$ cat src/sv/tcba_pkg.sv
package tcba_pkg;

    // pool geometry: block size is a power of two given by its shift
    localparam int SB_SHIFT = 7;
    localparam int SB_N     = 256;
    localparam int BB_SHIFT = 14;
    localparam int BB_N     = 16;

    // index width holds the null code (block count), address width does not
    localparam int SB_IW = $clog2(SB_N + 1);
    localparam int SB_AW = $clog2(SB_N);
    localparam int BB_IW = $clog2(BB_N + 1);
    localparam int BB_AW = $clog2(BB_N);

    localparam logic [31:0] SB_MASK = 32'((64'd1 << SB_SHIFT) - 64'd1);
    localparam logic [31:0] BB_MASK = 32'((64'd1 << BB_SHIFT) - 64'd1);

    localparam logic [31:0] SMALL_BASE_RST = 32'd0;
    localparam logic [31:0] BIG_BASE_RST   = 32'd32768;

    localparam int CFG_IW = 1;
    localparam logic [CFG_IW-1:0] CFG_SMALL_BASE = 1'b0;
    localparam logic [CFG_IW-1:0] CFG_BIG_BASE   = 1'b1;

    localparam logic [2:0] CMD_ALLOC_S = 3'd0;
    localparam logic [2:0] CMD_ALLOC_B = 3'd1;
    localparam logic [2:0] CMD_FREE_S  = 3'd2;
    localparam logic [2:0] CMD_FREE_B  = 3'd3;
    localparam logic [2:0] CMD_FREE_E  = 3'd4;

    localparam logic [1:0] ST_OK    = 2'd0;
    localparam logic [1:0] ST_OOM   = 2'd1;
    localparam logic [1:0] ST_MISAL = 2'd2;
    localparam logic [1:0] ST_RANGE = 2'd3;

    typedef struct packed {
        logic [2:0]  command;
        logic [31:0] address;
    } t_req;

    typedef struct packed {
        logic [31:0] block_address;
        logic [1:0]  status;
    } t_rsp;

    // classified request handed from front to back
    typedef struct packed {
        logic [2:0]       cmd;
        logic [1:0]       s_stat;
        logic [SB_IW-1:0] s_idx;
        logic [1:0]       b_stat;
        logic [BB_IW-1:0] b_idx;
    } t_work;

endpackage

$ cat src/sv/tcba_ram.sv
module tcba_ram #(
    parameter int WIDTH = 8,
    parameter int DEPTH = 16
) (
    input  logic                     i_clk,
    input  logic                     i_we,
    input  logic [$clog2(DEPTH)-1:0] i_waddr,
    input  logic [WIDTH-1:0]         i_wdata,
    input  logic [$clog2(DEPTH)-1:0] i_raddr,
    output logic [WIDTH-1:0]         o_rdata
);

    logic [WIDTH-1:0] r_mem [DEPTH];
    logic [WIDTH-1:0] r_rdata;

    always_ff @(posedge i_clk) begin
        if (i_we) begin
            r_mem[i_waddr] <= i_wdata;
        end
        r_rdata <= r_mem[i_raddr];
    end

    assign o_rdata = r_rdata;

endmodule

$ cat src/sv/tcba_front.sv
module tcba_front (
    input  tcba_pkg::t_req  i_req,
    input  logic [31:0]     i_small_base,
    input  logic [31:0]     i_big_base,
    output tcba_pkg::t_work o_work
);

    logic [31:0] s_off;
    logic [31:0] b_off;
    logic [31:0] s_idx;
    logic [31:0] b_idx;

    always_comb begin
        s_off = i_req.address - i_small_base;
        b_off = i_req.address - i_big_base;
        s_idx = s_off >> tcba_pkg::SB_SHIFT;
        b_idx = b_off >> tcba_pkg::BB_SHIFT;

        o_work.cmd   = i_req.command;
        o_work.s_idx = s_idx[tcba_pkg::SB_IW-1:0];
        o_work.b_idx = b_idx[tcba_pkg::BB_IW-1:0];

        // alignment of |off| equals alignment of off in two's complement
        if ((s_off & tcba_pkg::SB_MASK) != 32'd0) begin
            o_work.s_stat = tcba_pkg::ST_MISAL;
        end else if (s_off[31] || (s_idx >= 32'(tcba_pkg::SB_N))) begin
            o_work.s_stat = tcba_pkg::ST_RANGE;
        end else begin
            o_work.s_stat = tcba_pkg::ST_OK;
        end

        if ((b_off & tcba_pkg::BB_MASK) != 32'd0) begin
            o_work.b_stat = tcba_pkg::ST_MISAL;
        end else if (b_off[31] || (b_idx >= 32'(tcba_pkg::BB_N))) begin
            o_work.b_stat = tcba_pkg::ST_RANGE;
        end else begin
            o_work.b_stat = tcba_pkg::ST_OK;
        end
    end

endmodule

$ cat src/sv/tcba_queue.sv
module tcba_queue (
    input  logic            i_clk,
    input  logic            i_rst_n,
    input  logic            i_valid,
    output logic            o_stall,
    input  tcba_pkg::t_work i_data,
    output logic            o_valid,
    input  logic            i_stall,
    output tcba_pkg::t_work o_data
);

    tcba_pkg::t_work r_ent [2];
    logic       r_wp, n_wp;
    logic       r_rp, n_rp;
    logic [1:0] r_cnt, n_cnt;
    logic       push;
    logic       pop;

    assign o_stall = (r_cnt == 2'd2);
    assign o_valid = (r_cnt != 2'd0);
    assign o_data  = r_ent[r_rp];
    assign push    = i_valid && !o_stall;
    assign pop     = o_valid && !i_stall;

    always_comb begin
        n_wp  = push ? !r_wp : r_wp;
        n_rp  = pop ? !r_rp : r_rp;
        n_cnt = r_cnt + {1'b0, push} - {1'b0, pop};
    end

    always_ff @(posedge i_clk) begin
        if (!i_rst_n) begin
            r_wp  <= 1'b0;
            r_rp  <= 1'b0;
            r_cnt <= 2'd0;
        end else begin
            r_wp  <= n_wp;
            r_rp  <= n_rp;
            r_cnt <= n_cnt;
        end
    end

    always_ff @(posedge i_clk) begin
        if (push) begin
            r_ent[r_wp] <= i_data;
        end
    end

endmodule

$ cat src/sv/tcba_back.sv
module tcba_back (
    input  logic            i_clk,
    input  logic            i_rst_n,
    input  logic            i_valid,
    output logic            o_stall,
    input  tcba_pkg::t_work i_work,
    input  logic [31:0]     i_small_base,
    input  logic [31:0]     i_big_base,
    output logic            o_valid,
    input  logic            i_stall,
    output tcba_pkg::t_rsp  o_rsp
);

    localparam logic [1:0] S_IDLE  = 2'd0;
    localparam logic [1:0] S_POP_S = 2'd1;
    localparam logic [1:0] S_POP_B = 2'd2;

    localparam logic [tcba_pkg::SB_IW-1:0] SB_NULL = tcba_pkg::SB_IW'(tcba_pkg::SB_N);
    localparam logic [tcba_pkg::BB_IW-1:0] BB_NULL = tcba_pkg::BB_IW'(tcba_pkg::BB_N);

    logic [1:0] r_state, n_state;
    logic [tcba_pkg::SB_IW-1:0] r_s_head, n_s_head;
    logic [tcba_pkg::BB_IW-1:0] r_b_head, n_b_head;
    logic [tcba_pkg::SB_N-1:0]  r_s_vld, n_s_vld;
    logic [tcba_pkg::BB_N-1:0]  r_b_vld, n_b_vld;
    logic           r_out_valid, n_out_valid;
    tcba_pkg::t_rsp r_out, n_out;

    logic out_free;
    logic take;

    logic                       s_we;
    logic [tcba_pkg::SB_AW-1:0] s_waddr;
    logic [tcba_pkg::SB_IW-1:0] s_rdata;
    logic                       b_we;
    logic [tcba_pkg::BB_AW-1:0] b_waddr;
    logic [tcba_pkg::BB_IW-1:0] b_rdata;

    // links never written since reset read as the next index
    tcba_ram #(.WIDTH(tcba_pkg::SB_IW), .DEPTH(tcba_pkg::SB_N)) u_s_links (
        .i_clk   (i_clk),
        .i_we    (s_we),
        .i_waddr (s_waddr),
        .i_wdata (r_s_head),
        .i_raddr (r_s_head[tcba_pkg::SB_AW-1:0]),
        .o_rdata (s_rdata)
    );

    tcba_ram #(.WIDTH(tcba_pkg::BB_IW), .DEPTH(tcba_pkg::BB_N)) u_b_links (
        .i_clk   (i_clk),
        .i_we    (b_we),
        .i_waddr (b_waddr),
        .i_wdata (r_b_head),
        .i_raddr (r_b_head[tcba_pkg::BB_AW-1:0]),
        .o_rdata (b_rdata)
    );

    assign out_free = !r_out_valid || !i_stall;
    assign o_stall  = !(r_state == S_IDLE && out_free);
    assign take     = i_valid && !o_stall;
    assign o_valid  = r_out_valid;
    assign o_rsp    = r_out;
    assign s_waddr  = i_work.s_idx[tcba_pkg::SB_AW-1:0];
    assign b_waddr  = i_work.b_idx[tcba_pkg::BB_AW-1:0];

    always_comb begin
        n_state     = r_state;
        n_s_head    = r_s_head;
        n_b_head    = r_b_head;
        n_s_vld     = r_s_vld;
        n_b_vld     = r_b_vld;
        n_out_valid = r_out_valid && i_stall;
        n_out       = r_out;
        s_we        = 1'b0;
        b_we        = 1'b0;

        case (r_state)
            S_IDLE: begin
                if (take) begin
                    n_out.block_address = 32'd0;
                    n_out.status        = tcba_pkg::ST_OK;
                    n_out_valid         = 1'b1;
                    case (i_work.cmd)
                        tcba_pkg::CMD_ALLOC_S: begin
                            if (r_s_head == SB_NULL) begin
                                n_out.status = tcba_pkg::ST_OOM;
                            end else begin
                                n_out_valid = 1'b0;
                                n_state     = S_POP_S;
                            end
                        end
                        tcba_pkg::CMD_ALLOC_B: begin
                            if (r_b_head == BB_NULL) begin
                                n_out.status = tcba_pkg::ST_OOM;
                            end else begin
                                n_out_valid = 1'b0;
                                n_state     = S_POP_B;
                            end
                        end
                        tcba_pkg::CMD_FREE_S: begin
                            n_out.status = i_work.s_stat;
                            s_we = (i_work.s_stat == tcba_pkg::ST_OK);
                        end
                        tcba_pkg::CMD_FREE_B: begin
                            n_out.status = i_work.b_stat;
                            b_we = (i_work.b_stat == tcba_pkg::ST_OK);
                        end
                        tcba_pkg::CMD_FREE_E: begin
                            if (i_work.s_stat == tcba_pkg::ST_OK) begin
                                s_we = 1'b1;
                            end else begin
                                n_out.status = i_work.b_stat;
                                b_we = (i_work.b_stat == tcba_pkg::ST_OK);
                            end
                        end
                        default: begin
                        end
                    endcase
                    if (s_we) begin
                        n_s_vld[s_waddr] = 1'b1;
                        n_s_head         = i_work.s_idx;
                    end
                    if (b_we) begin
                        n_b_vld[b_waddr] = 1'b1;
                        n_b_head         = i_work.b_idx;
                    end
                end
            end
            S_POP_S: begin
                n_s_head = r_s_vld[r_s_head[tcba_pkg::SB_AW-1:0]] ? s_rdata
                         : r_s_head + tcba_pkg::SB_IW'(1);
                n_out.block_address = i_small_base
                                    + (32'(r_s_head) << tcba_pkg::SB_SHIFT);
                n_out.status = tcba_pkg::ST_OK;
                n_out_valid  = 1'b1;
                n_state      = S_IDLE;
            end
            S_POP_B: begin
                n_b_head = r_b_vld[r_b_head[tcba_pkg::BB_AW-1:0]] ? b_rdata
                         : r_b_head + tcba_pkg::BB_IW'(1);
                n_out.block_address = i_big_base
                                    + (32'(r_b_head) << tcba_pkg::BB_SHIFT);
                n_out.status = tcba_pkg::ST_OK;
                n_out_valid  = 1'b1;
                n_state      = S_IDLE;
            end
            default: begin
                n_state = S_IDLE;
            end
        endcase
    end

    always_ff @(posedge i_clk) begin
        if (!i_rst_n) begin
            r_state     <= S_IDLE;
            r_s_head    <= '0;
            r_b_head    <= '0;
            r_s_vld     <= '0;
            r_b_vld     <= '0;
            r_out_valid <= 1'b0;
        end else begin
            r_state     <= n_state;
            r_s_head    <= n_s_head;
            r_b_head    <= n_b_head;
            r_s_vld     <= n_s_vld;
            r_b_vld     <= n_b_vld;
            r_out_valid <= n_out_valid;
        end
    end

    always_ff @(posedge i_clk) begin
        r_out <= n_out;
    end

endmodule

$ cat src/sv/two_class_block_allocator.sv
// Two-pool fixed-block allocator: a small pool (256 blocks of 128 bytes) and a big pool
// (16 blocks of 16 KiB), each a LIFO free list held in a link RAM plus a head register.
// Requests are classified on entry (offset from the pool base, alignment and range) and
// wait in a two-entry queue until the executing stage takes them; one response comes
// out per request. A free is answered from the idle state; a successful allocate
// goes on to a pop state, since the head's link is read from a synchronous RAM before
// the head can move on. Links are usable straight out of reset with no clearing pass:
// per-entry valid bits make never-written links read as the next block. The user must
// write base registers through the config port (index 0 small base, 1 big base) only
// while no request is in flight, unchecked by the block. Double frees are not detected.
module two_class_block_allocator (
    input  logic                          i_clk,
    input  logic                          i_rst_n,
    input  logic                          i_in_valid,
    output logic                          o_in_stall,
    input  tcba_pkg::t_req                i_in_data,
    output logic                          o_out_valid,
    input  logic                          i_out_stall,
    output tcba_pkg::t_rsp                o_out_data,
    input  logic                          i_cfg_valid,
    output logic                          o_cfg_ready,
    input  logic [tcba_pkg::CFG_IW-1:0]   i_cfg_index,
    input  logic [31:0]                   i_cfg_data
);

    logic [31:0] r_small_base;
    logic [31:0] r_big_base;

    tcba_pkg::t_work front_work;
    tcba_pkg::t_work q_work;
    logic            q_valid;
    logic            back_stall;

    assign o_cfg_ready = 1'b1;

    always_ff @(posedge i_clk) begin
        if (!i_rst_n) begin
            r_small_base <= tcba_pkg::SMALL_BASE_RST;
            r_big_base   <= tcba_pkg::BIG_BASE_RST;
        end else if (i_cfg_valid) begin
            case (i_cfg_index)
                tcba_pkg::CFG_SMALL_BASE: r_small_base <= i_cfg_data;
                tcba_pkg::CFG_BIG_BASE:   r_big_base   <= i_cfg_data;
                default: begin
                end
            endcase
        end
    end

    tcba_front u_front (
        .i_req        (i_in_data),
        .i_small_base (r_small_base),
        .i_big_base   (r_big_base),
        .o_work       (front_work)
    );

    tcba_queue u_queue (
        .i_clk   (i_clk),
        .i_rst_n (i_rst_n),
        .i_valid (i_in_valid),
        .o_stall (o_in_stall),
        .i_data  (front_work),
        .o_valid (q_valid),
        .i_stall (back_stall),
        .o_data  (q_work)
    );

    tcba_back u_back (
        .i_clk        (i_clk),
        .i_rst_n      (i_rst_n),
        .i_valid      (q_valid),
        .o_stall      (back_stall),
        .i_work       (q_work),
        .i_small_base (r_small_base),
        .i_big_base   (r_big_base),
        .o_valid      (o_out_valid),
        .i_stall      (i_out_stall),
        .o_rsp        (o_out_data)
    );

endmodule

$ cat config.mk
export PLATFORM = sky130hd
export DESIGN_NAME = two_class_block_allocator
export DESIGN_NICKNAME = d
export VERILOG_FILES = /design/src/sv/tcba_pkg.sv /design/src/sv/tcba_ram.sv /design/src/sv/tcba_front.sv /design/src/sv/tcba_queue.sv /design/src/sv/tcba_back.sv /design/src/sv/two_class_block_allocator.sv
export SDC_FILE = /design/constraint.sdc
export NUM_CORES = 2
export LEC_CHECK = 0
export BUFFER_PORTS_ARGS = -buffer_cell sky130_fd_sc_hd__buf_4
export CORE_ASPECT_RATIO = 1.75
export CORE_MARGIN = 10
export CORE_UTILIZATION = 68
export CTS_CLUSTER_SIZE = 16
export DETAILED_ROUTE_END_ITERATION = 8
export PLACE_DENSITY = 0.85
export SLEW_MARGIN = 5
export SYNTH_ARGS = -nofsm -noshare
export SYNTH_HDL_FRONTEND = slang
export SYNTH_SLANG_ARGS = --single-unit
$ cat constraint.sdc
create_clock -name i_clk -period 13.2 [get_ports i_clk]
set_input_delay 3.96 -clock i_clk [delete_from_list [all_inputs] [get_ports i_clk]]
set_output_delay 3.96 -clock i_clk [all_outputs]
set_load 0.005 [all_outputs]
## Yosys cells after proc, flatten, opt, wreduce, memory -nomap -nowiden

Memories as Yosys holds them, arrays and structs flattened. A register that Yosys moved wholly into a read port is not among the register bits.
Cells that the tools add are included.

| storage, ports and cells | value |
|---|---|
| word-level logic and storage cells | 138 |
| memories | 3 |
| register bits | 391 |
| input port bits | 73 |
| memory bits (writable) | 2426 |
| output and inout bits | 37 |

| operators by class | value |
|---|---|
| $lt $le $gt $ge | 8 |
| multiplexer cells | 54 |
| reduce and logical (&&, ||, !) cells | 35 |
| eq/ne operators | 14 |
| bitwise logic cells | 3 |
| $add $sub $neg | 8 |

Memory list:

| memory | words | width | read ports | clocked after memory_dff | write ports | line | RTL |
|---|---|---|---|---|---|---|---|
| u_back.u_s_links.r_mem | 256 | 9 | 1 | 1 | 1 | tcba_ram.sv:13 | `logic [WIDTH-1:0] r_mem [DEPTH];` |
| u_back.u_b_links.r_mem | 16 | 5 | 1 | 1 | 1 | tcba_ram.sv:13 |  |
| u_queue.r_ent | 2 | 21 | 1 | 1 | 1 | tcba_queue.sv:12 | `tcba_pkg::t_work r_ent [2];` |

Operators with widths:

| cell | number |
|---|---|
| 256-bit OR | 1 |
| 34-bit one-hot mux with 3 select lines | 1 |
| 32-bit nonzero test | 2 |
| 32-bit subtractor | 2 |
| 34-bit two-way mux | 1 |
| 32-bit by 16-bit adder with 32-bit output | 1 |
| 32-bit by 19-bit adder with 32-bit output | 1 |
| 1-bit two-way mux | 27 |
| 9-bit two-way mux | 3 |
| 25-bit by 9-bit greater-or-equal comparator with 1-bit output, second input constant | 1 |
| 18-bit by 5-bit greater-or-equal comparator with 1-bit output, second input constant | 1 |
| 8-bit by 9-bit < comparator with 1-bit output, second input constant | 2 |
| 9-bit one-hot mux with 2 select lines | 1 |
| 16-bit OR | 1 |
| 5-bit two-way mux | 3 |
| 2-bit two-way mux | 7 |
| 3-bit AND reduction | 4 |
| 4-bit by 5-bit < comparator with 1-bit output, second input constant | 2 |
| 2-bit != test, second input constant | 5 |
| 2-bit one-hot mux with 5 select lines | 1 |
| 5-bit one-hot mux with 2 select lines | 1 |
| 9-bit by 1-bit adder with 9-bit output, second input constant | 1 |
| 9-bit equality test, second input constant | 1 |
| 1-bit binary-select mux with 8-bit select | 1 |
| other kinds (27) | 51 |

## Longest topological paths before layout

| logic depth | value |
|---|---|
| depth after elaboration | 10 |
| depth in mapped cells | 16 |
| mapped depth without buffers | 13 |

## Modules after synthesis

A second synthesis with hierarchy kept.

| second synthesis, totals | value |
|---|---|
| cells, all modules | 7082 |
| area, all modules | 115955.0 µm² |

By module, submodules not included:

| module | cells an instance | seq. area each (µm²) | times used | area an instance (µm²) |
|---|---|---|---|---|
| tcba_ram (u_back.u_s_links) | 4237 | 69366.5 | 1 | 89278.1 |
| tcba_back | 1712 | 6806.5 | 1 | 15102.0 |
| tcba_front | 639 | 0.0 | 1 | 4100.2 |
| tcba_ram (u_back.u_b_links) | 155 | 2502.4 | 1 | 3213.1 |
| two_class_block_allocator | 248 | 1281.2 | 1 | 2498.6 |
| tcba_queue | 91 | 1361.3 | 1 | 1762.9 |

## Worst setup path before layout

No wires, ideal clock.

| timing | value |
|---|---|
| kind | input to register |
| from | input i_in_data[0] in the netlist's numbering |
| to | memory u_queue.r_ent[0][6] in the netlist's numbering (data pin) |
| path buffers | 0 |
| stages on the path | 13 |
| data arrival time | 6.669 ns |
| path slack | 6.250 ns |
| library setup time | 0.281 ns |
| required time | 12.919 ns |
| cell sequence | inv_1 -> ha_1 -> inv_1 -> fa_1 -> a21o_1 -> a221oi_1 -> o21ai_1 -> o221a_2 -> nor3_1 -> xnor2_1 -> or4_1 -> nor4_1 -> nand3b_1 |

RTL lines:

| what | line | RTL |
|---|---|---|
| from (decl) | two_class_block_allocator.sv:16 | `input tcba_pkg::t_req i_in_data,` |
| to (decl) | tcba_queue.sv:12 |  |

==> impl_metrics.tcl <==
set metrics [dict create \
    status "complete, no violations" \
    area_delta_synth_final_pct 9.16 \
    portBuffers 108 \
    post-route-period-util 0.560 \
    insertion_delay_ns 0.92 \
    synth_warnings 0 \
    first_iter_violations 9471 \
    seq_power_share 0.538 \
    grt_max_degree 184 \
    fp-row-count 198 \
    clock-sinks 2832 \
    ys_seq_area_frac 0.714 \
    fmax_mhz 135 \
    clkPwrFrac 0.379 \
    layout-drive-gt1-share 0.230 \
    hold_class "register to register" \
    grt_pass1_vias 64400 \
    core_region_area_mm2 0.166 \
    detail-route-antenna-nets 0 \
    overflow 0 \
    place_congestion 0.985 \
    crit_required_ns 13.76 \
    hold_buffers 0 \
    cpMaxStageDelayCell "a2111oi_0" \
    synth_area_per_cell_um2 19.1 \
    skew_ns 0.0742 \
    grt_pass1_wl_um 470000 \
    synthCells 5966 \
    post_cts_resized 0 \
    setup_viol 0 \
    layout_setup_ws_ns 5.81 \
    hpwlAfterDp_um 188000 \
    die_h_um 561 \
    critPathBufInv 1 \
    path_delay_family "compound AO/OA/AOI/OAI gates" \
    syn_nets 6129 \
    async_flop_share 0 \
    die_area_mm2 0.185 \
    leakagePower_nw 37.7 \
    synth-seq-cells 2832 \
    drv_slew 0 \
    synthesis.area_mm2 0.114 \
    yosysUniqueCellTypes 76 \
    yosys_most_used_dff "edfxtp_1" \
    synth_edf_count 2460 \
    ios 110 \
    routedWlPerCell_um 38.2 \
    finalSetupTns_ns 0 \
    post_cts_buffers 0 \
    grt.total_usage 0.356 \
    drcViolationCount 0 \
    cts_tree "done" \
    p_sw_frac 0.235 \
    slew-limit-headroom 0.0483 \
    rsz0062_at_grt "no" \
    peakVddDrop_v 0.000173 \
    path_clk_slew_ns 0.06 \
    worstSetupEndpointType "register" \
    min_period_ns 7.39 \
    die_w_um 329 \
    cts_root_buf "clkbuf_16" \
    crit_arrival_ns 7.95 \
    antenna_found_initial 25 \
    initial_utilization 0.684 \
    worst_path_largest_cell_delay_ns 1.07 \
    intPower_w 0.0141 \
    startpoint_type "primary input" \
    critical_path.cell_chain "buf_4 > ha_1 > nor2b_1 > o2111ai_1 > a2111oi_0 > o41ai_1 > o31ai_1 > xnor2_1 > o211ai_1 > nor4_1 > nand4_1" \
    vias 63300 \
    power_density_mw_per_mm2 148 \
    tightest_slew_ns 1.42 \
    cts_made_buffers 229 \
    clock_path_buffers 4 \
    htreeDepth 4 \
    drv_cap 0 \
    via_per_inst 7.47 \
    hold_viol 0 \
    crit_type "primary input to register" \
    power_switching_w 0.00433 \
    comb_power_share 0.083 \
    drt-total-wl_um 324000 \
    drtPass1Iterations 6 \
    final_cell_mix "2,460 x edfxtp_1, 850 x mux4_2, 360 x dfxtp_1" \
    nets 6220 \
    crit_fanout 4 \
    place_ws_ns 5.12 \
    final_common_cell "edfxtp_1" \
]
per-layer routing:
layer  GRT usage  vias up  wire, µm
met5           0        -       138
met4       0.271       20     31200
met3      0.0812     1504     31800
met2       0.590     5428    165000
met1       0.398    32000     96400
li1            -    24400         -
logic make-up after synthesis:
family | Yosys count | synth area share
muxes | 902 | 0.173
xor gates and xnor gates | 86 | 0.00662
DFF | 2832 | 0.714
other | 1 | 0.0000329
adders and majority gates | 90 | 0.0102
buffers and inverters | 451 | 0.0172
AOI/OAI and AO/OA | 742 | 0.0457
and+or+nand+nor | 862 | 0.0331
path summary, 6_finish.rpt:
path / from / endpoint / slack (ns) / depth (start not counted)
hold reg to reg: u_back.r_s_vld[126]$_SDFFE_PN0P_ / u_back.r_s_vld[126]$_SDFFE_PN0P_ / 0.47 / 1
hold / removal: u_back.r_s_vld[126]$_SDFFE_PN0P_ / u_back.r_s_vld[126]$_SDFFE_PN0P_ / 0.47 / 1
setup reg to reg: u_back.r_s_head[3]$_SDFFE_PN0P_ / u_back.r_s_head[8]$_SDFFE_PN0P_ / 7.35 / 13
setup / recovery: i_in_data[1] / u_queue.r_ent[1][17]$_DFFE_PP_ / 5.81 / 11
worst register-to-register path: stages (launching register included):
cell and delay, ns:
dfxtp_4 0.86, buf_4 0.90, buf_4 0.75, nor2b_1 0.18, buf_4 0.26, a22oi_1 0.51
a21oi_1 0.18, o21ai_0 0.50, nand3_1 0.24, nor4_2 0.35, buf_4 0.27, mux2i_1 0.35
a21oi_1 0.12, a31o_2 0.25
cells in the mapped netlist (69+ instances only):
cell / instances / area [µm²]
a21oi_1: 104 / 521
ha_1: 86 / 1080
buf_2: 108 / 541
a21boi_0: 70 / 526
nor2_1: 350 / 1310
dfxtp_1: 372 / 7450
clkbuf_1: 183 / 687
inv_1: 112 / 420
nand2_1: 278 / 1040
o21a_1: 286 / 2150
mux4_2: 850 / 19100
edfxtp_1: 2460 / 73900
o21ai_0: 69 / 345
flip-flops by register name, indices dropped and copies added (netlist names), 2 cells and up, named ones only:
name                      cells
u_back.u_s_links.r_mem     2304
u_back.r_s_vld              256
u_back.u_b_links.r_mem       80
u_queue.r_ent                42
u_back.o_rsp                 34
r_big_base                   32
r_small_base                 32
u_back.r_b_vld               16
u_back.r_s_head               9
u_back.u_s_links.o_rdata      9
u_back.r_b_head               5
u_back.u_b_links.o_rdata      5
u_back.r_state                2
u_queue.r_cnt                 2
metrics by stage:
step / hold WS [ns] / util / power [W] / instance area (µm²) / instances
after floorplan: 0.433 / - / 0.0109 / 114000 / 5966
after global placement: 0.441 / 0.701 / 0.0115 / 117000 / 8026
after detailed placement: 0.445 / 0.701 / 0.0116 / 117000 / 8026
after CTS: 0.469 / 0.746 / 0.0184 / 124000 / 8448
after global routing: 0.479 / 0.746 / 0.0188 / 124000 / 8450
final: 0.468 / 0.746 / 0.0184 / 124000 / 8476
power groups by stage:
stage          Sequential [W]  Combinational [W]  Clock (W)
2_1_floorplan          0.0102           0.000767          0
3_3_place_gp           0.0101            0.00142          0
3_5_place_dp           0.0101            0.00145          0
4_1_cts               0.00991            0.00147    0.00698
5_1_grt               0.00992            0.00157    0.00727
6_report              0.00992            0.00153    0.00699
final cells by class:
| class | count | area [µm²] |
|---|---|---|
| repair buffers | 197 | 1590 |
| clock buffers | 335 | 6520 |
| diodes | 28 | 70.1 |
| multi-input cells | 2683 | 30600 |
| clock inverters | 87 | 920 |
| flip-flops and latches | 2832 | 81400 |
| fillers | 8363 | 42200 |
| inverters | 114 | 435 |
| well taps | 2200 | 2750 |
No activity file was read; power rests on OpenSTA's default activity.
